### src/rtl/core/assert_macros.svh
// assertion macros shared by the frustum cull rtl
// expects aclk and aresetn in the scope of each use
`ifndef ASSERT_MACROS_SVH
`define ASSERT_MACROS_SVH

// same-cycle implication, disabled during reset
`define AFC_ASSERT_NOW(lbl, ante, cons) \
    lbl: assert property (@(posedge aclk) disable iff (!aresetn) (ante) |-> (cons)) \
        else $error("same-cycle check failed");

// next-cycle implication, disabled during reset
`define AFC_ASSERT_NEXT(lbl, ante, cons) \
    lbl: assert property (@(posedge aclk) disable iff (!aresetn) (ante) |=> (cons)) \
        else $error("next-cycle check failed");

`endif

### src/rtl/core/afc_pkg.sv
// shared types and constants for the aabb frustum cull block
// no dependencies
package afc_pkg;

    localparam int PLANE_COUNT = 6;
    localparam int PADDR_W     = 6;
    localparam int PDATA_W     = 64;
    localparam int REG_IDX_W   = 3;

    // verdict codes
    localparam logic [1:0] VERDICT_INSIDE    = 2'd0;
    localparam logic [1:0] VERDICT_INTERSECT = 2'd1;
    localparam logic [1:0] VERDICT_OUTSIDE   = 2'd2;

    typedef logic [PDATA_W-1:0] plane_word_t;
    typedef plane_word_t [PLANE_COUNT-1:0] plane_arr_t;

    // per-stage load enables from the pipeline control
    typedef struct packed {
        logic ld1;
        logic ld2;
        logic ld3;
        logic ld4;
    } afc_adv_t;

endpackage

### src/rtl/core/afc_pipe_ctrl.sv
// valid tracking and stall control for the four-stage cull pipeline
// depends on afc_pkg and assert_macros.svh
module afc_pipe_ctrl (
    input  logic              aclk,
    input  logic              aresetn,
    input  logic              s_valid,
    output logic              s_ready,
    output logic              m_valid,
    input  logic              m_ready,
    output afc_pkg::afc_adv_t adv
);
    import afc_pkg::*;

    logic [3:0] v_reg;
    logic [3:0] v_next;
    logic [3:0] rdy;

    // a stage takes new data when empty or when its contents move on
    assign rdy[3] = !v_reg[3] || m_ready;
    assign rdy[2] = !v_reg[2] || rdy[3];
    assign rdy[1] = !v_reg[1] || rdy[2];
    assign rdy[0] = !v_reg[0] || rdy[1];

    always_comb begin
        v_next = v_reg;
        if (rdy[0]) v_next[0] = s_valid;
        if (rdy[1]) v_next[1] = v_reg[0];
        if (rdy[2]) v_next[2] = v_reg[1];
        if (rdy[3]) v_next[3] = v_reg[2];
    end

    always_ff @(posedge aclk) begin
        if (!aresetn) begin
            v_reg <= '0;
        end else begin
            v_reg <= v_next;
        end
    end

    assign adv.ld1 = rdy[0];
    assign adv.ld2 = rdy[1];
    assign adv.ld3 = rdy[2];
    assign adv.ld4 = rdy[3];
    assign s_ready = rdy[0];
    assign m_valid = v_reg[3];

    // a held stage keeps its item
    `include "assert_macros.svh"
    `AFC_ASSERT_NEXT(a_hold_s1, v_reg[0] && !rdy[1], v_reg[0])
    `AFC_ASSERT_NEXT(a_hold_s3, v_reg[2] && !rdy[3], v_reg[2] && v_reg[3])
    // an accepted transfer lands in stage one
    `AFC_ASSERT_NEXT(a_take_s1, s_valid && s_ready, v_reg[0])

endmodule

### config.mk
export PLATFORM = sky130hd
export DESIGN_NAME = afc_pipe_ctrl
export DESIGN_NICKNAME = d
export VERILOG_FILES = /design/src/rtl/core/afc_pkg.sv /design/src/rtl/core/afc_pipe_ctrl.sv
export VERILOG_INCLUDE_DIRS = /design/src /design/src/rtl/core
export SDC_FILE = /design/constraint.sdc
export NUM_CORES = 1
export LEC_CHECK = 0
export ABC_AREA = 1
export BUFFER_PORTS_ARGS = -buffer_cell sky130_fd_sc_hd__buf_4
export CAP_MARGIN = 20
export CORE_AREA = 2 2 39 41
export DETAILED_ROUTE_END_ITERATION = 12
export DIE_AREA = 0 0 41 43
export PLACE_DENSITY_LB_ADDON = 0.2
export SETUP_SLACK_MARGIN = 0.5
export SYNTH_ARGS = -nofsm -noshare
export SYNTH_HDL_FRONTEND = slang
export SYNTH_SLANG_ARGS = --single-unit
### constraint.sdc
create_clock -name aclk -period 0.8 [get_ports aclk]
set_input_delay 0.04 -clock aclk [delete_from_list [all_inputs] [get_ports aclk]]
set_output_delay 0.04 -clock aclk [all_outputs]
set_load 0.02 [all_outputs]
Yosys cells after proc, flatten, opt, wreduce, memory -nomap -nowiden
Cells that the tools add are included.
{"block": "op_classes", "reduce_logical": 8}
{"op": "1-bit logical NOT", "count": 4}
{"op": "1-bit logical OR", "count": 4}
{"block": "totals", "register_bits": 4, "in_bits": 4, "word_cells": 12}

Depth between registers and ports, before layout
{"block": "depth", "word_depth": 5, "depth_mapped": 4, "depth_no_buf": 4}

Least setup slack after synthesis
No wires, ideal clock.
{"block": "synth_path", "kind": "reg2out", "startpoint": "reg v_reg[3]", "endpoint": "out adv[3] (netlist name)", "arrival_time_ps": 1068, "path_slack_ps": -308, "stages_incl_launch_ff": 5, "n_path_buf": 1, "path_cell_list": "dfxtp_1 -> inv_1 -> nor2_4 -> nand4_2 -> buf_4"}
{"block": "synth_via", "elab_chain_cells": 5}
{"element": "from (decl)", "line": "afc_pipe_ctrl.sv:14", "source": "logic [3:0] v_reg;"}
{"element": "from (signal assigned)", "line": "afc_pipe_ctrl.sv:36", "source": "v_reg <= v_next;"}
{"element": "1-bit logical NOT", "line": "afc_pipe_ctrl.sv:19", "source": "assign rdy[3] = !v_reg[3] || m_ready;"}
{"element": "1-bit logical OR", "line": "afc_pipe_ctrl.sv:19"}
{"element": "1-bit logical OR", "line": "afc_pipe_ctrl.sv:20", "source": "assign rdy[2] = !v_reg[2] || rdy[3];"}
{"element": "1-bit logical OR", "line": "afc_pipe_ctrl.sv:21", "source": "assign rdy[1] = !v_reg[1] || rdy[2];"}
{"element": "1-bit logical OR", "line": "afc_pipe_ctrl.sv:22", "source": "assign rdy[0] = !v_reg[0] || rdy[1];"}
{"element": "to (decl)", "line": "afc_pipe_ctrl.sv:10", "source": "output afc_pkg::afc_adv_t adv"}
Every way passes these cells.

==> impl_metrics.env <==
export IMPL_status="finished with violations"
export IMPL_violations="setup timing"
export IMPL_wire_per_inst_um=7.96
export IMPL_grt_pass1_vias=200
export IMPL_switching_power_mw=0.131
export IMPL_syn_area_per_cell_um2=8.51
export IMPL_io_pins=10
export IMPL_gp_congestion=0.552
export IMPL_r2r_cells=6
export IMPL_ir_drop_mv=0.834
export IMPL_combPwrFrac=0.079
export IMPL_first_iter_violations=1
export IMPL_post_route_util=0.268
export IMPL_worstHoldPathType="input pin to register"
export IMPL_reg2reg_slack_ps=-200
export IMPL_clock_fmax_mhz=893
export IMPL_power_density_nw_per_um2=1480
export IMPL_hold_buffers=0
export IMPL_setup_viol=10
export IMPL_p_leak_nw=0.165
export IMPL_grt_pass1_wl_um=855
export IMPL_p_int_mw=0.419
export IMPL_clock_latency_ps=250
export IMPL_h_tree_depth=1
export IMPL_syn_nets=24
export IMPL_cts_root_buf="clkbuf_4"
export IMPL_report_final_hold_viol_count=0
export IMPL_syn_instance_count=20
export IMPL_period_minus_slack_ps=1120
export IMPL_cts_buffers=3
export IMPL_syn_cell_area_um2=170
export IMPL_postLayoutSetupSlackWorst_ps=-320
export IMPL_p_sw_frac=0.238
export IMPL_setup_tns_ps=-1930
export IMPL_place_ws_ps=-112
export IMPL_layoutNonFillerInstCount=53
export IMPL_grt_util_met3=0.0785
export IMPL_ant_nets=0
export IMPL_rows=14
export IMPL_min_to="v_reg[0]"
export IMPL_arrival_ps=1080
export IMPL_final_area_um2=370
export IMPL_path_max_fanout=3
export IMPL_fin_crit_sh=1.40
export IMPL_portBuffers=9
export IMPL_viasPerCell=3.51
export IMPL_place_inst=44
export IMPL_hpwlAfterDp_um=280
export IMPL_clock_power_share=0.527
export IMPL_num_vias=186
export IMPL_skew_ps=10.8
export IMPL_grt_max_degree=5
export IMPL_crit_type="register to output pin"
export IMPL_drc_errors=0
export IMPL_cp_end_kind="output pin"
export IMPL_crit_path_start_kind="register"
export IMPL_synth_seq_area_share=0.471
export IMPL_areaGrowthSynthToFinish_pct=118
export IMPL_grt_remaining_overflow=0
export IMPL_dieArea_um2=1760
export IMPL_grt_antenna_before_repair=0
export IMPL_fin_nets=42
export IMPL_cts_buffer_depth=2
export IMPL_ys_ff_latch=4
export IMPL_cts_clk_slew_worst_paths_ps=50
export IMPL_ys_warn_count=0
export IMPL_dieHeight_um=43
export IMPL_numClockSinks=4
export IMPL_min_delay_start="s_valid"
export IMPL_cts_tree="done"
export IMPL_die_x_um=41
export IMPL_largest_register_ffs=4
export IMPL_firstDrtPassIters=2
export IMPL_yosysUniqueCellTypes=9
export IMPL_place_area_um2=273
export IMPL_start_util=0.123
export IMPL_use_met1=0.0932
export IMPL_routed_wl_um=422
export IMPL_maxCapViolCount=0
export IMPL_cp_data_required_time_ps=760
export IMPL_r2r_start="v_reg[3]"
export IMPL_rsz0062_at_grt="true"
export IMPL_diodes=0
export IMPL_grt_usage=0.0813
export IMPL_p_seq_frac=0.394
export IMPL_tightest_slew_ps=208
export IMPL_timing_rr_end="v_reg[2]"
export IMPL_grt_use_met2=0.0875
export IMPL_max_slew_margin=0.861
export IMPL_drv_slew=0
export IMPL_coreArea_um2=1380
export IMPL_drive_above_1_share=0.703
export IMPL_holdPathStages=3
export IMPL_busiest_layer="met1"
worst max path at each step:
| stage | from | to | slack, ps | cells after the start |
|---|---|---|---|---|
| final | v_reg[3] | adv[2] | -320 | 5 |
| after global routing | v_reg[3] | adv[1] | -390 | 5 |
| after CTS | v_reg[3] | adv[2] | -330 | 5 |
| after detailed placement | v_reg[3] | s_ready | -110 | 4 |
| after global placement | v_reg[3] | adv[3] | -90 | 4 |
| after floorplan | v_reg[3] | adv[3] | -170 | 4 |
critical path, cell delays in order, from the launching register on:
cell	delay (ps)
dfxtp_4	350
inv_4	30
nor2_4	110
buf_4	140
nand3_4	60
buf_6	140
layer usage:
layer | wire length, um | vias up
met5 | 0 | -
met3 | 69 | 0
met4 | 0 | 0
met1 | 167 | 81
met2 | 186 | 12
li1 | - | 93
cell families after synthesis:
logic type      Yosys count  share of synthesized area
compound gates            3                     0.0882
buf+inv                   7                      0.176
flops                     4                      0.471
simple gates              6                      0.265
cell usage after synthesis:
cell / n / area [um^2]
inv_1: 6 / 22.5
dfxtp_1: 4 / 80.1
a21oi_1: 3 / 15.0
nor2_1: 2 / 7.51
buf_4: 1 / 7.51
nand2_1: 1 / 3.75
nand3_2: 1 / 10.0
nand4_2: 1 / 12.5
nor2_4: 1 / 11.3
repair_timing:
action                                 4_1_cts  5_1_grt
pin swaps                                    1        0
resized for setup                            8        3
setup endpoints to repair                   10       10
endpoints found under the hold margin        0        0
setup buffers                                5        0
per-stage QoR:
stage / power (mW) / hold slack [ps]
6_report: 0.549 / 59.9
5_1_grt: 0.592 / 59.6
4_1_cts: 0.565 / 51.3
3_5_place_dp: 0.252 / 296
3_3_place_gp: 0.251 / 296
2_1_floorplan: 0.233 / 174
placed cells by master, fill, tap and decap left out, drive strengths merged:
master   n
buf     14
inv      6
clkbuf   4
dfxtp    4
nor2     3
a21oi    3
nand3    1
nand2    1
nand4    1
power by group through the flow:
stage | logic, mW | clock network [mW] | registers [mW]
6_report | 0.0432 | 0.290 | 0.216
5_1_grt | 0.0496 | 0.325 | 0.217
4_1_cts | 0.0434 | 0.305 | 0.216
3_5_place_dp | 0.0332 | 0 | 0.219
3_3_place_gp | 0.0323 | 0 | 0.218
2_1_floorplan | 0.0139 | 0 | 0.219
final cells by class:
cell class / count / area [um^2]
Clock buffer: 4 / 26.3
Fill cell: 147 / 1010
Inverter: 6 / 25.0
Multi-Input combinational cell: 9 / 82.6
Sequential cell: 4 / 85.1
Tap cell: 16 / 20.0
Timing Repair Buffer: 14 / 131
Power figures use the tool's default switching activity.
