==> src/rtl/core/assert_macros.svh <==
// assertion macros shared by the frustum cull rtl
// expects aclk and aresetn in the scope of each use
`ifndef ASSERT_MACROS_SVH
`define ASSERT_MACROS_SVH

// same-cycle implication, disabled during reset
`define AFC_ASSERT_NOW(lbl, ante, cons) \
    lbl: assert property (@(posedge aclk) disable iff (!aresetn) (ante) |-> (cons)) \
        else $error("same-cycle check failed");

// next-cycle implication, disabled during reset
`define AFC_ASSERT_NEXT(lbl, ante, cons) \
    lbl: assert property (@(posedge aclk) disable iff (!aresetn) (ante) |=> (cons)) \
        else $error("next-cycle check failed");

`endif

==> src/rtl/core/afc_pkg.sv <==
// shared types and constants for the aabb frustum cull block
// no dependencies
package afc_pkg;

    localparam int PLANE_COUNT = 6;
    localparam int PADDR_W     = 6;
    localparam int PDATA_W     = 64;
    localparam int REG_IDX_W   = 3;

    // verdict codes
    localparam logic [1:0] VERDICT_INSIDE    = 2'd0;
    localparam logic [1:0] VERDICT_INTERSECT = 2'd1;
    localparam logic [1:0] VERDICT_OUTSIDE   = 2'd2;

    typedef logic [PDATA_W-1:0] plane_word_t;
    typedef plane_word_t [PLANE_COUNT-1:0] plane_arr_t;

    // per-stage load enables from the pipeline control
    typedef struct packed {
        logic ld1;
        logic ld2;
        logic ld3;
        logic ld4;
    } afc_adv_t;

endpackage

==> src/rtl/core/afc_plane_lane.sv <==
// one plane lane: products, then s and e sums, then the two sign tests
// depends on afc_pkg
module afc_plane_lane (
    input  logic                 aclk,
    input  afc_pkg::afc_adv_t    adv,
    input  afc_pkg::plane_word_t plane,
    input  logic signed [15:0]   center_x,
    input  logic signed [15:0]   center_y,
    input  logic signed [15:0]   center_z,
    input  logic [14:0]          half_x,
    input  logic [14:0]          half_y,
    input  logic [14:0]          half_z,
    output logic                 is_out,
    output logic                 is_cross
);
    import afc_pkg::*;

    logic signed [15:0] nx, ny, nz, dd;
    logic [15:0]        ax, ay, az;
    logic [30:0]        ex_full, ey_full, ez_full;

    logic signed [31:0] px_reg, py_reg, pz_reg;
    logic [29:0]        qx_reg, qy_reg, qz_reg;
    logic signed [15:0] d_reg;

    logic signed [32:0] s_next, s_reg;
    logic [31:0]        e_next, e_reg;

    logic signed [33:0] sum_pe, sum_me;
    logic               out_reg, cross_reg;

    // unpack the plane
    assign nx = plane[15:0];
    assign ny = plane[31:16];
    assign nz = plane[47:32];
    assign dd = plane[63:48];

    // magnitude of each normal, 0x8000 stays 32768
    assign ax = nx[15] ? (~nx + 16'd1) : nx;
    assign ay = ny[15] ? (~ny + 16'd1) : ny;
    assign az = nz[15] ? (~nz + 16'd1) : nz;

    assign ex_full = 31'(half_x) * 31'(ax);
    assign ey_full = 31'(half_y) * 31'(ay);
    assign ez_full = 31'(half_z) * 31'(az);

    // stage 1: exact products
    always_ff @(posedge aclk) begin
        if (adv.ld1) begin
            px_reg <= 32'(center_x) * 32'(nx);
            py_reg <= 32'(center_y) * 32'(ny);
            pz_reg <= 32'(center_z) * 32'(nz);
            qx_reg <= ex_full[29:0];
            qy_reg <= ey_full[29:0];
            qz_reg <= ez_full[29:0];
            d_reg  <= dd;
        end
    end

    // stage 2: signed distance and projected radius, d scaled to 2^18
    assign s_next = 33'(px_reg) + 33'(py_reg) + 33'(pz_reg)
                  + $signed({{3{d_reg[15]}}, d_reg, 14'b0});
    assign e_next = 32'(qx_reg) + 32'(qy_reg) + 32'(qz_reg);

    always_ff @(posedge aclk) begin
        if (adv.ld2) begin
            s_reg <= s_next;
            e_reg <= e_next;
        end
    end

    // stage 3: s+e below zero, s-e at or below zero
    assign sum_pe = 34'(s_reg) + $signed({2'b00, e_reg});
    assign sum_me = 34'(s_reg) - $signed({2'b00, e_reg});

    always_ff @(posedge aclk) begin
        if (adv.ld3) begin
            out_reg   <= sum_pe[33];
            cross_reg <= sum_me[33] || (sum_me == '0);
        end
    end

    assign is_out   = out_reg;
    assign is_cross = cross_reg;

endmodule

==> config.mk <==
export PLATFORM = sky130hd
export DESIGN_NAME = afc_plane_lane
export DESIGN_NICKNAME = d
export VERILOG_FILES = /design/src/rtl/core/assert_macros.svh /design/src/rtl/core/afc_pkg.sv /design/src/rtl/core/afc_plane_lane.sv
export SDC_FILE = /design/constraint.sdc
export NUM_CORES = 2
export LEC_CHECK = 0
export BUFFER_PORTS_ARGS = -buffer_cell sky130_fd_sc_hd__buf_2
export CAP_MARGIN = 20
export CORE_MARGIN = 5
export CORE_UTILIZATION = 64
export CTS_CLUSTER_DIAMETER = 150
export DETAILED_ROUTE_END_ITERATION = 8
export PLACE_DENSITY = 0.91
export SETUP_SLACK_MARGIN = 0.1
export SLEW_MARGIN = 20
export SYNTH_ARGS = -nofsm -noshare
export SYNTH_HDL_FRONTEND = slang
export SYNTH_SLANG_ARGS = --single-unit
==> constraint.sdc <==
create_clock -name aclk -period 18.1 [get_ports aclk]
set_clock_uncertainty 0.15 [all_clocks]
set_input_delay 0 -clock aclk [delete_from_list [all_inputs] [get_ports aclk]]
set_output_delay 0 -clock aclk [all_outputs]
set_load 0.005 [all_outputs]
---- Word-level counts from Yosys, hierarchy flattened ----
Index checks and enable logic that the tools add are counted.
storage, ports and cells
  register bits after elaboration ......... 269
  input port bits ......................... 162
  output and inout bits ................... 2
  word-level logic and storage cells ...... 35
operators by class
  add/sub/neg operators ................... 10
  multiply operators ...................... 6
  mux-type cells .......................... 3
  bitwise operators ....................... 3
  reductions and logical operators ........ 2
operator list
  operator                 number
  $mul A16 B16 Y32         3
  $mul A15 B16 Y30         3
  $add A16 B1 Y16 const B  3
  $mux W16                 3
  $not A16 Y16             3
  $add A33 B33 Y34         1
  $logic_not A34 Y1        1
  $sub A33 B33 Y34         1
  $add A32 B32 Y33         1
  $add A33 B30 Y33         1
  $add A33 B32 Y33         1
  $add A31 B30 Y32         1
  $add A30 B30 Y31         1
  $logic_or A1 B1 Y1       1

---- Longest topological paths before layout ----
  depth in word-level cells ............... 4
  depth in mapped cells ................... 34
  depth with buffers taken out ............ 33

---- Worst setup path before layout ----
OpenSTA, ideal clock, no wires.
  path kind ............................... input-to-reg
  from .................................... input port plane[2]
  to ...................................... register qx_reg[28], data pin
  setup time .............................. 0.258 ns
  arrival ................................. 7.240 ns
  data required time ...................... 17.692 ns
  slack ................................... 10.452 ns
  cell stages on the path ................. 29
  buffers on the path ..................... 2
  path through ............................ clkbuf_1 > or3_1 > or3b_1 > or2_2 > o41ai_1 > xnor2_1 > clkbuf_1 > and2_1 > fa_1 > inv_1 > fa_1 > inv_1 > fa_1 > fa_1 > fa_1 > inv_1 > fa_1 > inv_1 > ha_1 > a21o_1 > a21oi_1 > nor2b_1 > o21a_1 > o41a_1 > a31o_2 > a2111oi_2 > o31ai_1 > a21oi_1 > xnor2_1
between the ends
  longest elaborated chain between the ends .. 4
ends and longest elaborated chain
  item                    RTL line              RTL
  start: declaration      afc_plane_lane.sv:6   input afc_pkg::plane_word_t plane,
  $not A16 Y16            afc_plane_lane.sv:39  assign ax = nx[15] ? (~nx + 16'd1) : nx;
  $add A16 B1 Y16         afc_plane_lane.sv:39
  $mux W16 (*)            afc_plane_lane.sv:39
  $mul A15 B16 Y30 (*)    afc_plane_lane.sv:43  assign ex_full = 31'(half_x) * 31'(ax);
  via ex_full[28]         afc_plane_lane.sv:20  logic [30:0] ex_full, ey_full, ez_full;
  end signal: assignment  afc_plane_lane.sv:53  qx_reg <= ex_full[29:0];
  end: declaration        afc_plane_lane.sv:23  logic [29:0] qx_reg, qy_reg, qz_reg;
The timed path passes the listed nets; every way through them passes the cells marked *.
A chain may end at the register's enable or synchronous reset.

---- Worst setup path in the final report ----
  from .................................... input port plane[0]
  to ...................................... register qx_reg[29], data pin
Same word-level chain as after synthesis.

==> results by group <==
Outcome
  • Status: finished with violations
  • Failing checks: negative hold slack

Critical path
  • Critical path class: in -> reg
  • Slowest stage delay, CP: 0.54 ns
  • Critical path arrival: 8.28 ns
  • CP Buf/Inv Count: 8
  • CP delay by family, top: adder cells
  • Slowest-stage cell, CP: fa_1
  • Crit path launch type: input pin
  • Setup crit end kind: flip-flop
  • CP Data Required Time: 18.26 ns
  • Critical path peak fanout: 33

Place
  • HPWL after detailed placement: 135000 µm
  • Port Buffers: 162
  • Final GP Congestion: 0.945

Clocking
  • CTS tree: built
  • Cts bufs inserted: 25
  • Clock buffer depth: 3
  • # clock sinks: 269
  • CTS H-tree lvls: 1
  • Clock slew at reported path FFs: 0.06 ns
  • Clock latency on the worst-skew pair: 0.57 ns
  • Post-CTS Resized: 0
  • Clk root buf: clkbuf_16

Logic synthesis
  • Yosys cell types: 75
  • Mean post-synth cell area: 9.53 µm²
  • Seq cells post-synth: 269
  • Sequential share of the synthesized area: 11.8%
  • Ys async rst share: 0%
  • Most used DFF post-synth: edfxtp_1
  • Mapped cell area: 0.0685 mm²
  • Synth warn: 0
  • Post-Synthesis Cells: 7189
  • EDFF count, synth: 269
  • Syn nets: 9415

Route
  • Number of detailed-route iterations in the first pass: 6
  • # DRC: 0
  • Routed vias/inst: 5.86
  • Vias: 50700
  • Total Wirelength: 166000 µm
  • Final antenna-violating net count: 0
  • Wirelength per Cell: 19.3 µm
  • Initial DRC Count: 4101

Job
  • MaxCap Viol Count: 0

Timing
  • Final Max Tran Viols: 0
  • Setup_tns: 0 ns
  • Slew @ Worst Pin: 1.10 ns
  • Fin crit share: 44.8%
  • Achievable frequency: 0.123 GHz
  • Post-layout minimum cycle time: 8.11 ns
  • Worst Hold Slack: -0.00535 ns
  • Max-slew headroom: 26.6%
  • Setup repair after global routing missed its margin: false
  • Final Hold Vio Count: 2
  • Final setup vio count: 0

Worst hold path
  • Worst Hold Class: in -> reg

Floorplan
  • Core Area: 0.107 mm²
  • Die H: 337 µm
  • Row count: 120
  • Die X-Extent: 337 µm
  • Die area: 0.114 mm²
  • Initial Util: 64.2%
  • Top Ports: 164

Global routing
  • Pin count of the biggest net entering global routing: 75
  • First-pass GRT wire length: 274000 µm
  • Total GRT Usage: 30.0%
  • Vias in the first global route: 56100
  • Grt ovf: 0
  • Initial antenna violation count: 26

Layout
  • Number of fill cells: 7349
  • Final nets: 9425
  • Final core utilization: 67.1%
  • Most frequent cells in the layout: 1635 x inv_1, 1406 x fa_1, 840 x nand2_1
  • Commonest non-fill, non-tap cell in the layout: inv_1
  • Synthesis-to-layout area growth: 4.54%
  • Layout cells sized above 1: 3.82%
  • Largest register FFs: 33
## stage by stage
step | cell area (µm²) | instances | hold slack [ns] | setup WS [ns]
4_1_cts | 71600 | 8620 | 0.000759 | 10.10
6_report | 71600 | 8644 | -0.00535 | 9.99
3_5_place_dp | 70500 | 8545 | 0.0324 | 9.54
3_3_place_gp | 70500 | 8545 | 0.0294 | 9.75
5_1_grt | 71600 | 8641 | 0.0121 | 9.47
2_1_floorplan | 68500 | 7189 | -0.0511 | 10.45
## synthesized netlist by cell type, drive strengths merged (6+ instances only)
| cell type | count | area share [%] |
|---|---|---|
| a211oi | 22 | 0.24 |
| a21o | 90 | 0.99 |
| a21oi | 195 | 1.4 |
| a31o | 6 | 0.077 |
| a31oi | 18 | 0.16 |
| a41oi | 8 | 0.10 |
| and2 | 726 | 6.6 |
| and3 | 22 | 0.20 |
| buf | 20 | 0.12 |
| clkbuf | 235 | 1.3 |
| edfxtp | 269 | 12 |
| fa | 1406 | 41 |
| ha | 658 | 12 |
| inv | 1635 | 9.0 |
| nand2 | 840 | 4.6 |
| nand2b | 68 | 0.62 |
| nand3 | 49 | 0.36 |
| nand3b | 6 | 0.066 |
| nand4 | 19 | 0.17 |
| nor2 | 151 | 0.83 |
| nor2b | 24 | 0.22 |
| nor3 | 45 | 0.33 |
| nor4 | 14 | 0.15 |
| o2111ai | 8 | 0.10 |
| o211ai | 16 | 0.18 |
| o21a | 35 | 0.38 |
| o21ai | 124 | 0.91 |
| o21bai | 41 | 0.45 |
| o31ai | 19 | 0.23 |
| o41ai | 7 | 0.089 |
| or2 | 6 | 0.055 |
| or3 | 29 | 0.27 |
| or4 | 7 | 0.077 |
| xnor2 | 241 | 3.1 |
| xor2 | 58 | 0.74 |
## worst reg2reg max path, cell delays in order, from the launching register on
cell and delay [ns]:
edfxtp_1 0.40, fa_1 0.49, ha_1 0.30, ha_1 0.24, fa_1 0.50, a21o_1 0.19, a21oi_1 0.31, o21ai_1 0.12
a21oi_1 0.35, a211oi_1 0.16, o31a_1 0.32, o211a_1 0.29, o31ai_2 0.39, o21ai_1 0.12, a21oi_1 0.18, xnor2_1 0.29
## final timing paths
path / startpoint / endpoint / slack (ns) / depth (start not counted)
max reg2reg: px_reg[2]$_DFFE_PP_ / s_reg[32]$_DFFE_PP_ / 13.02 / 15
min reg2reg: s_reg[32]$_DFFE_PP_ / is_cross$_DFFE_PP_ / 0.49 / 2
min: adv[2] / e_reg[8]$_DFFE_PP_ / -0.005 / 2
max: plane[0] / qx_reg[29]$_DFFE_PP_ / 9.99 / 31
## layer usage
metal / vias up / GRT usage, % / wire, µm
li1: 21800 / - / -
met1: 25500 / 35.8 / 57000
met2: 2465 / 51.4 / 83600
met3: 832 / 3.59 / 11600
met4: 4 / 20.2 / 14200
met5: - / 0 / 21
## what timing repair did
action,in CTS,in global routing
hold buffers,30,0
buffers inserted,0,0
endpoints found under the hold margin,101,0
## area by class of cell
| class | instances | area, µm² | area share (%) |
|---|---|---|---|
| Multi-Input combinational cell | 5029 | 53400 | 74.5 |
| Sequential cell | 269 | 8080 | 11.3 |
| Clock inverter | 13 | 90.1 | 0.126 |
| Tap cell | 1403 | 1760 | 2.45 |
| Clock buffer | 32 | 652 | 0.910 |
| Timing Repair Buffer | 238 | 1470 | 2.05 |
| Antenna cell | 24 | 60.1 | 0.0839 |
| Inverter | 1636 | 6140 | 8.57 |
## logic make-up after synthesis
family                   after synthesis  share of synthesized area (%)
adder cells (fa/ha/maj)             2064                           53.1
multiplexers                           5                         0.0731
AND/OR/NAND/NOR                     2020                           14.8
flip-flops                           269                           11.8
buffers and inverters               1891                           10.4
XOR/XNOR                             299                           3.82
AO/OA/AOI/OAI                        641                           6.09
Power is not shown: default switching activity piles up to over one toggle a cycle in this logic, so the estimate is an artifact.
