### config.mk
export PLATFORM = sky130hd
export DESIGN_NAME = afc_cfg_regs
export DESIGN_NICKNAME = d
export VERILOG_FILES = /design/src/rtl/core/assert_macros.svh /design/src/rtl/core/afc_pkg.sv /design/src/rtl/core/afc_cfg_regs.sv
export SDC_FILE = /design/constraint.sdc
export NUM_CORES = 1
export LEC_CHECK = 0
export BUFFER_PORTS_ARGS = -buffer_cell sky130_fd_sc_hd__buf_4
export CAP_MARGIN = 15
export CORE_MARGIN = 10
export CORE_UTILIZATION = 40
export DETAILED_ROUTE_END_ITERATION = 7
export SYNTH_ARGS = -nofsm -noshare
export SYNTH_HDL_FRONTEND = slang
export SYNTH_SLANG_ARGS = --single-unit
### constraint.sdc
create_clock -name aclk -period 2.6 [get_ports aclk]
set_input_delay 0.52 -clock aclk [delete_from_list [all_inputs] [get_ports aclk]]
set_output_delay 0.52 -clock aclk [all_outputs]
set_load 0.05 [all_outputs]
### src/rtl/core/assert_macros.svh
// assertion macros shared by the frustum cull rtl
// expects aclk and aresetn in the scope of each use
`ifndef ASSERT_MACROS_SVH
`define ASSERT_MACROS_SVH

// same-cycle implication, disabled during reset
`define AFC_ASSERT_NOW(lbl, ante, cons) \
    lbl: assert property (@(posedge aclk) disable iff (!aresetn) (ante) |-> (cons)) \
        else $error("same-cycle check failed");

// next-cycle implication, disabled during reset
`define AFC_ASSERT_NEXT(lbl, ante, cons) \
    lbl: assert property (@(posedge aclk) disable iff (!aresetn) (ante) |=> (cons)) \
        else $error("next-cycle check failed");

`endif

### src/rtl/core/afc_pkg.sv
// shared types and constants for the aabb frustum cull block
// no dependencies
package afc_pkg;

    localparam int PLANE_COUNT = 6;
    localparam int PADDR_W     = 6;
    localparam int PDATA_W     = 64;
    localparam int REG_IDX_W   = 3;

    // verdict codes
    localparam logic [1:0] VERDICT_INSIDE    = 2'd0;
    localparam logic [1:0] VERDICT_INTERSECT = 2'd1;
    localparam logic [1:0] VERDICT_OUTSIDE   = 2'd2;

    typedef logic [PDATA_W-1:0] plane_word_t;
    typedef plane_word_t [PLANE_COUNT-1:0] plane_arr_t;

    // per-stage load enables from the pipeline control
    typedef struct packed {
        logic ld1;
        logic ld2;
        logic ld3;
        logic ld4;
    } afc_adv_t;

endpackage

### src/rtl/core/afc_cfg_regs.sv
// apb register file holding the six packed frustum planes
// depends on afc_pkg
module afc_cfg_regs (
    input  logic                          aclk,
    input  logic                          aresetn,
    input  logic                          psel,
    input  logic                          penable,
    input  logic                          pwrite,
    input  logic [afc_pkg::PADDR_W-1:0]   paddr,
    input  logic [afc_pkg::PDATA_W-1:0]   pwdata,
    output logic [afc_pkg::PDATA_W-1:0]   prdata,
    output afc_pkg::plane_arr_t           planes
);
    import afc_pkg::*;

    plane_arr_t             plane_reg;
    logic [REG_IDX_W-1:0]   reg_idx;
    logic                   idx_hit;

    // 64-bit registers at 8-byte spacing
    assign reg_idx = paddr[PADDR_W-1:PADDR_W-REG_IDX_W];
    assign idx_hit = (reg_idx < REG_IDX_W'(PLANE_COUNT));

    // register write on the access phase
    always_ff @(posedge aclk) begin
        if (!aresetn) begin
            plane_reg <= '0;
        end else if (psel && penable && pwrite && idx_hit) begin
            plane_reg[reg_idx] <= pwdata;
        end
    end

    // read back, zero beyond the plane list
    always_comb begin
        prdata = '0;
        if (idx_hit) begin
            prdata = plane_reg[reg_idx];
        end
    end

    assign planes = plane_reg;

endmodule

# Word level (Yosys, flattened, before mapping)
# Index checks and enable logic that the tools add are counted.
dict set report classes {
  order_cmp 3
  n_mux 6
  reduce_logical 4
}
# op n
set ops {}
lappend ops {{bitwise mux 384 bit} 1}
lappend ops {{binary-select mux 64 bit (select 3 bit)} 1}
lappend ops {{demux 64 bit (select 3 bit)} 1}
lappend ops {{two-way mux 64 bit} 3}
lappend ops {{logical AND 1 bit} 4}
lappend ops {{< comparator 3 x 4 -> 1 bit, second input constant} 1}
lappend ops {{greater-or-equal comparator 3 x 1 -> 1 bit, second input constant} 1}
lappend ops {{< comparator 3 bit, second input constant} 1}
dict set report word_totals {
  ff_bits 384
  in_bits 75
  output_inout_bits 448
}

# Logic depth before layout (Yosys ltp)
# Gate-level depths: netlist of run 1.
dict set report logic_depth {
  depth_word 5
  depth_mapped 6
}

# Worst setup path after synthesis of run 1
# OpenSTA, ideal clock, no wires.
dict set report synth_path {
  path_type {in2out}
  start {input port paddr[3] (netlist bit)}
  end {output port prdata[23] (netlist bit)}
  arrival_ps 2531
  setup_slack_ps -451
  stages 6
  n_path_buf 3
  cell_sequence {buf_2 buf_2 nor2_1 clkbuf_1 a22oi_1 o21ai_0}
}
dict set report synth_between {
  elab_chain_cells 3
  word_cells_on_any_way 4
}
# element line
set synth_rtl {}
lappend synth_rtl {{start: declaration} afc_cfg_regs.sv:9} ;# input logic [afc_pkg::PADDR_W-1:0] paddr,
lappend synth_rtl {{binary-select mux 64 bit (select 3 bit)} afc_cfg_regs.sv:37} ;# prdata = plane_reg[reg_idx];
lappend synth_rtl {{two-way mux 64 bit (not written as such)} afc_cfg_regs.sv:37}
lappend synth_rtl {{two-way mux 64 bit (*)} afc_cfg_regs.sv:36} ;# if (idx_hit) begin
lappend synth_rtl {{end: declaration} afc_cfg_regs.sv:11} ;# output logic [afc_pkg::PDATA_W-1:0] prdata,
# Mark *: on every way between the ends. The rest lies on a longest branch, timed or not. The select of a mux whose other input is x is not followed.

# Worst setup path in the final report of run 1
dict set report layout_path {
  start {input port paddr[3] (netlist bit)}
  end {output port prdata[45] (netlist bit)}
}
# Same word-level chain as after synthesis.

==> results.toml, run 1 <==
[run_status]
outcome = "complete, no violations"

[detailed_routing]
drt-pass1-iter-count = 5
drtAntennaViolNets = 0
via_per_inst = 5.43
drt-total-wl_mm = 69.8
drt_iter0_drc = 1087
via_count = 15100
avgRoutedWirePerCell_um = 25.2
remaining_drc_errors = 0

[critical_path]
worstPathArrival_ns = 2.03
path_cells = "buf_4 > buf_4 > mux2_2 > a221o_1 > buf_4"
slowest_stage = "mux2_2"
r2r_cells = 2
crit_fanout = 15
cp-end-kind = "output pin"
start_kind = "input pin"
path_class = "input pin to output pin"
rr_endpoint = "planes[120]"
crit_required_ns = 2.08
cpMostUsedCell = "buf_4"
worst-r2r-setup-slack_ns = 1.87
critPathTopFamily = "buffers and inverters"
crit_path_max_incr_delay_ns = 0.37
crit_buf_inv = 3
rr_startpoint = "planes[120]"

[placed_design]
dp_hpwl_mm = 49.6
numPortBuffers = 519
post-place-cells = 2693
gp_congestion = 0.861

[clock_network]
cts-htree-levels = 2
numClockSinks = 384
cts_root_buffer = "clkbuf_16"
numCtsBuffers = 44
cts_tree = "done"
hold_buffers = 0
cts_resized = 0
clock_path_buffers = 3
clk_pin_slew_ns = 0.06
post_cts_buffers = 0
clk_latency_ns = 0.56

[power]
power.density_cell_area_nw_per_um2 = 563
power_w = 0.0131
vdd_ir_drop_max_mv = 0.429
leakagePower_nw = 9.84

[layout]
regArea_sq_um = 7690
utilization_pct = 55.8
area_growth_pct = 38.1
layout_common_cells = "559 x buf_4, 448 x nand2_1, 418 x mux2i_1"
multi_input_area_sq_um = 8560
num-fill-cells = 3708
largest_reg_flops = 384
final_layout_size_suffix_gt1_share_pct = 36.3
nets = 2275
final_cells = 2770
final_common_cell = "buf_4"

[timing]
setup_violations = 0
worst_hold_slack_ns = 0.344
slew_headroom_pct = 60.0
tightest_slew_ns = 0.601
fmax_ghz = 0.392
rsz0062_at_grt = "false"
skew_ns = 0
hold_violations = 0
fin_crit_ns = 2.55
fin_crit_sh_pct = 98.2
report.final.slew_viol_count = 0

[synthesis]
yosys_warnings = 0
synth.distinct_cells = 31
syn_nets = 1775
ys_seq_area_share_pct = 45.5
syn_area_sq_um = 16900
syn_area_per_cell_sq_um = 9.94
ys_ff_latch = 384
syn-instance-count = 1700

[grt]
grt_pass1_wl_mm = 101
grt_pass1_vias = 15100
grt_remaining_overflow = 0
grt_max_degree = 69
grt_use_total_pct = 26.2
grt_antenna_before_repair = 1

[die]
core_sq_um = 41900
die_y_um = 226
die_w_um = 226
start_util_pct = 40.4
ios = 523
rows = 75
die_area_sq_um = 50900

[min_path]
hold_end = "planes[203]"
min_from = "pwdata[11]"
holdCritPathClass = "input pin to flip-flop"
hold_depth = 3

[flow_run]
max_cap_violations = 0
==> metrics by stage <==
stage,setup slack [ns],cell area (sq um),setup TNS (ns)
2_1_floorplan,-0.0752,17000,-0.0752
3_5_place_dp,0.0668,21900,0
3_3_place_gp,0.0749,21900,0
4_1_cts,0.0615,23300,0
6_report,0.0458,23300,0
5_1_grt,0.00731,23300,0
==> how the worst max path moves through the flow <==
stage,from,to,slack (ns),cells after the start
6_report,paddr[3],prdata[45],0.05,5
5_1_grt,paddr[5],prdata[36],0.007,6
4_1_cts,paddr[4],prdata[39],0.06,5
3_5_place_dp,paddr[4],prdata[39],0.07,5
3_3_place_gp,paddr[3],prdata[45],0.07,5
2_1_floorplan,paddr[3],prdata[23],-0.08,6
==> Yosys cell counts <==
| cell type | count | area (sq um) |
|---|---|---|
| nand4b_4 | 1 | 23.8 |
| a32oi_1 | 22 | 193 |
| nand4_1 | 1 | 6.26 |
| inv_2 | 1 | 3.75 |
| a22oi_1 | 36 | 270 |
| dfxtp_1 | 384 | 7690 |
| a21oi_1 | 14 | 70.1 |
| or3_1 | 2 | 12.5 |
| buf_1 | 1 | 3.75 |
| nor2_4 | 3 | 33.8 |
| a221oi_1 | 14 | 123 |
| inv_1 | 25 | 93.8 |
| nor2_2 | 1 | 6.26 |
| and2_1 | 3 | 18.8 |
| o22a_1 | 2 | 17.5 |
| nand2b_1 | 4 | 25.0 |
| nor2b_1 | 3 | 18.8 |
| a221o_1 | 25 | 250 |
| nor3_1 | 1 | 5.00 |
| clkbuf_1 | 83 | 312 |
| buf_2 | 21 | 105 |
| or2_2 | 2 | 12.5 |
| buf_4 | 31 | 233 |
| mux2_2 | 97 | 1090 |
| o21ai_0 | 24 | 120 |
| o221ai_1 | 1 | 8.76 |
| mux2i_1 | 418 | 4180 |
| o32ai_1 | 25 | 219 |
| nor2_1 | 1 | 3.75 |
| buf_6 | 6 | 67.6 |
| nand2_1 | 448 | 1680 |
==> per-layer routing <==
layer,vias up,routed length [um],GRT usage (%)
li1,6949,-,-
met1,7370,28800,32.0
met2,615,32100,42.2
met3,119,6270,7.81
met4,0,2600,10.6
met5,-,0,0
==> worst min-delay path, cell delays in order <==
cell	delay, ns
buf_4	0.08
nand2_1	0.12
mux2i_1	0.15
==> cells by family after synthesis <==
logic type | synth area share [%]
flops | 45.5
simple gates | 10.9
buf+inv | 4.84
compound gates | 7.52
mux | 31.2
==> where the power goes <==
part	internal, W	switching, W	total, W
clock network	0.00352	0.00245	0.00597
logic	0.000386	0.000807	0.00119
registers	0.00593	0.0000389	0.00597
==> cell type report <==
cell class	instances	share of cell area [%]
flip-flops and latches	384	32.9
repair buffers	596	21.1
well taps	539	2.89
clock inverters	9	0.209
multi-input cells	1148	36.7
diodes	2	0.0214
inverters	26	0.418
clock buffers	66	5.72
(Power assumes the default switching activity.)
==> run 2, diff against run 1 <==
--- a/config.mk
+++ b/config.mk
@@ -10,6 +10,8 @@
 export CORE_MARGIN = 10
 export CORE_UTILIZATION = 40
 export DETAILED_ROUTE_END_ITERATION = 7
+export PLACE_DENSITY = 0.67
+export REMOVE_ABC_BUFFERS = 1
 export SYNTH_ARGS = -nofsm -noshare
 export SYNTH_HDL_FRONTEND = slang
 export SYNTH_SLANG_ARGS = --single-unit
==> constraint.sdc (replaced) <==
create_clock -name aclk -period 2.3 [get_ports aclk]
set_input_delay 0.46 -clock aclk [delete_from_list [all_inputs] [get_ports aclk]]
set_output_delay 0.46 -clock aclk [all_outputs]
set_load 0.05 [all_outputs]
==> results.toml, run 2 (synthesis gave the netlist of run 1 again) <==
[run_status]
outcome = "complete, no violations"

[grt]
grt_pass1_wl_mm = 96.9
grt_max_degree = 73
grt_antenna_before_repair = 1
grt_use_total_pct = 24.4
grt_pass1_vias = 15600
grt_remaining_overflow = 0

[clock_network]
clk_pin_slew_ns = 0.06
numClockSinks = 384
clk_latency_ns = 0.54
cts_root_buffer = "clkbuf_16"
cts_tree = "done"
clock_path_buffers = 3
cts-htree-levels = 2
numCtsBuffers = 43
hold_buffers = 0

[layout]
antenna_cells = 0
largest_reg_flops = 384
layout_common_cells = "562 x buf_4, 448 x nand2_1, 416 x mux2i_1"
fin_area_sq_um = 24000
final_common_cell = "buf_4"
area_growth_pct = 42.1
num-fill-cells = 3636
final_layout_size_suffix_gt1_share_pct = 36.6
nets = 2311

[detailed_routing]
via_count = 15300
via_per_inst = 5.44
drt-total-wl_mm = 65.3
remaining_drc_errors = 0
avgRoutedWirePerCell_um = 23.2
drt-pass1-iter-count = 5
drt_iter0_drc = 1069
drtAntennaViolNets = 0

[critical_path]
cpMostUsedCell = "buf_6"
crit_fanout = 10
critPathTopFamily = "buffers and inverters"
worst-r2r-setup-slack_ns = 1.56
crit_required_ns = 1.84
crit_buf_inv = 4
crit_path_max_incr_delay_ns = 0.30
slowest_stage = "bufbuf_16"
path_class = "input pin to output pin"
cp-end-kind = "output pin"
path_cells = "buf_12 > buf_6 > nand2b_4 > bufbuf_16 > o32ai_2 > a221o_1 > buf_6"
start_kind = "input pin"
worstPathArrival_ns = 1.82

[timing]
report.final.slew_viol_count = 0
fin_crit_sh_pct = 99.1
rsz0062_at_grt = "true"
fin_tns_setup_ns = 0
setup_violations = 0
skew_ns = 0
hold_violations = 0
tightest_slew_ns = 0.470
fmax_ghz = 0.439
fin_crit_ns = 2.28
slew_headroom_pct = 68.6

[die]
rows = 75
ios = 523
core_sq_um = 41900
die_area_sq_um = 50900
die_w_um = 226
start_util_pct = 40.4
die_y_um = 226

[placed_design]
gp_congestion = 0.883
dp_hpwl_mm = 46.6
placed_area_sq_um = 22200
numPortBuffers = 519

[power]
leakagePower_nw = 10.1
power.density_cell_area_nw_per_um2 = 627
vdd_ir_drop_max_mv = 0.432

[flow_run]
max_cap_violations = 0

[min_path]
holdCritPathClass = "input pin to flip-flop"
run 2: final cells by class:
| class | instances | area [sq um] | area share, % |
|---|---|---|---|
| multi-input combinational | 1148 | 8560 | 35.7 |
| sequential | 384 | 7690 | 32.0 |
| timing repair buffer | 633 | 5540 | 23.1 |
| clock buffer | 65 | 1290 | 5.38 |
| tap | 539 | 674 | 2.81 |
| clock inverter | 13 | 153 | 0.636 |
| inverter | 26 | 97.6 | 0.406 |
run 2: stage by stage:
step	total power (W)	setup WS (ns)	util (%)	hold slack, ns	cells
2_1_floorplan	0.00744	-5.30	-	0.608	1558
3_3_place_gp	0.00817	-0.0971	53.0	0.455	2725
3_5_place_dp	0.00819	-0.123	53.0	0.462	2725
4_1_cts	0.0152	-0.0524	57.0	0.259	2808
5_1_grt	0.0156	-0.0569	57.4	0.300	2808
6_report	0.0151	0.0203	57.4	0.288	2808
run 2: path summary, 6_finish.rpt:
| path | endpoint | start | cells past startpoint |
|---|---|---|---|
| max | prdata[2] | paddr[5] | 7 |
| min | planes[45] | pwdata[45] | 3 |
| min reg2reg | planes[128] | planes[128] | 2 |
| max reg2reg | planes[356] | planes[356] | 2 |
run 2: power breakdown:
part	internal [W]	switching [W]
logic	0.000492	0.000884
clock network	0.00421	0.00272
registers	0.00670	0.0000464
run 2: tightest hold or removal path: cells and delay by family:
kind                   cells  cell delay (ns)
muxes                      1             0.14
buffers and inverters      1             0.08
and+or+nand+nor            1             0.11
run 2: layer usage:
layer / share of wire, % / global-route usage, %
met5: 0.020 / 0
met4: 3.2 / 9.00
met3: 7.1 / 5.31
met2: 49 / 41.8
met1: 41 / 29.4
run 2: repair_timing:
action | in CTS | in global routing
setup endpoints to repair | 42 | 44
pin swaps | 0 | 1
gates cloned | 5 | 0
setup buffers | 0 | 0
hold endpoints to repair | 0 | 0
gates resized for setup | 25 | 33
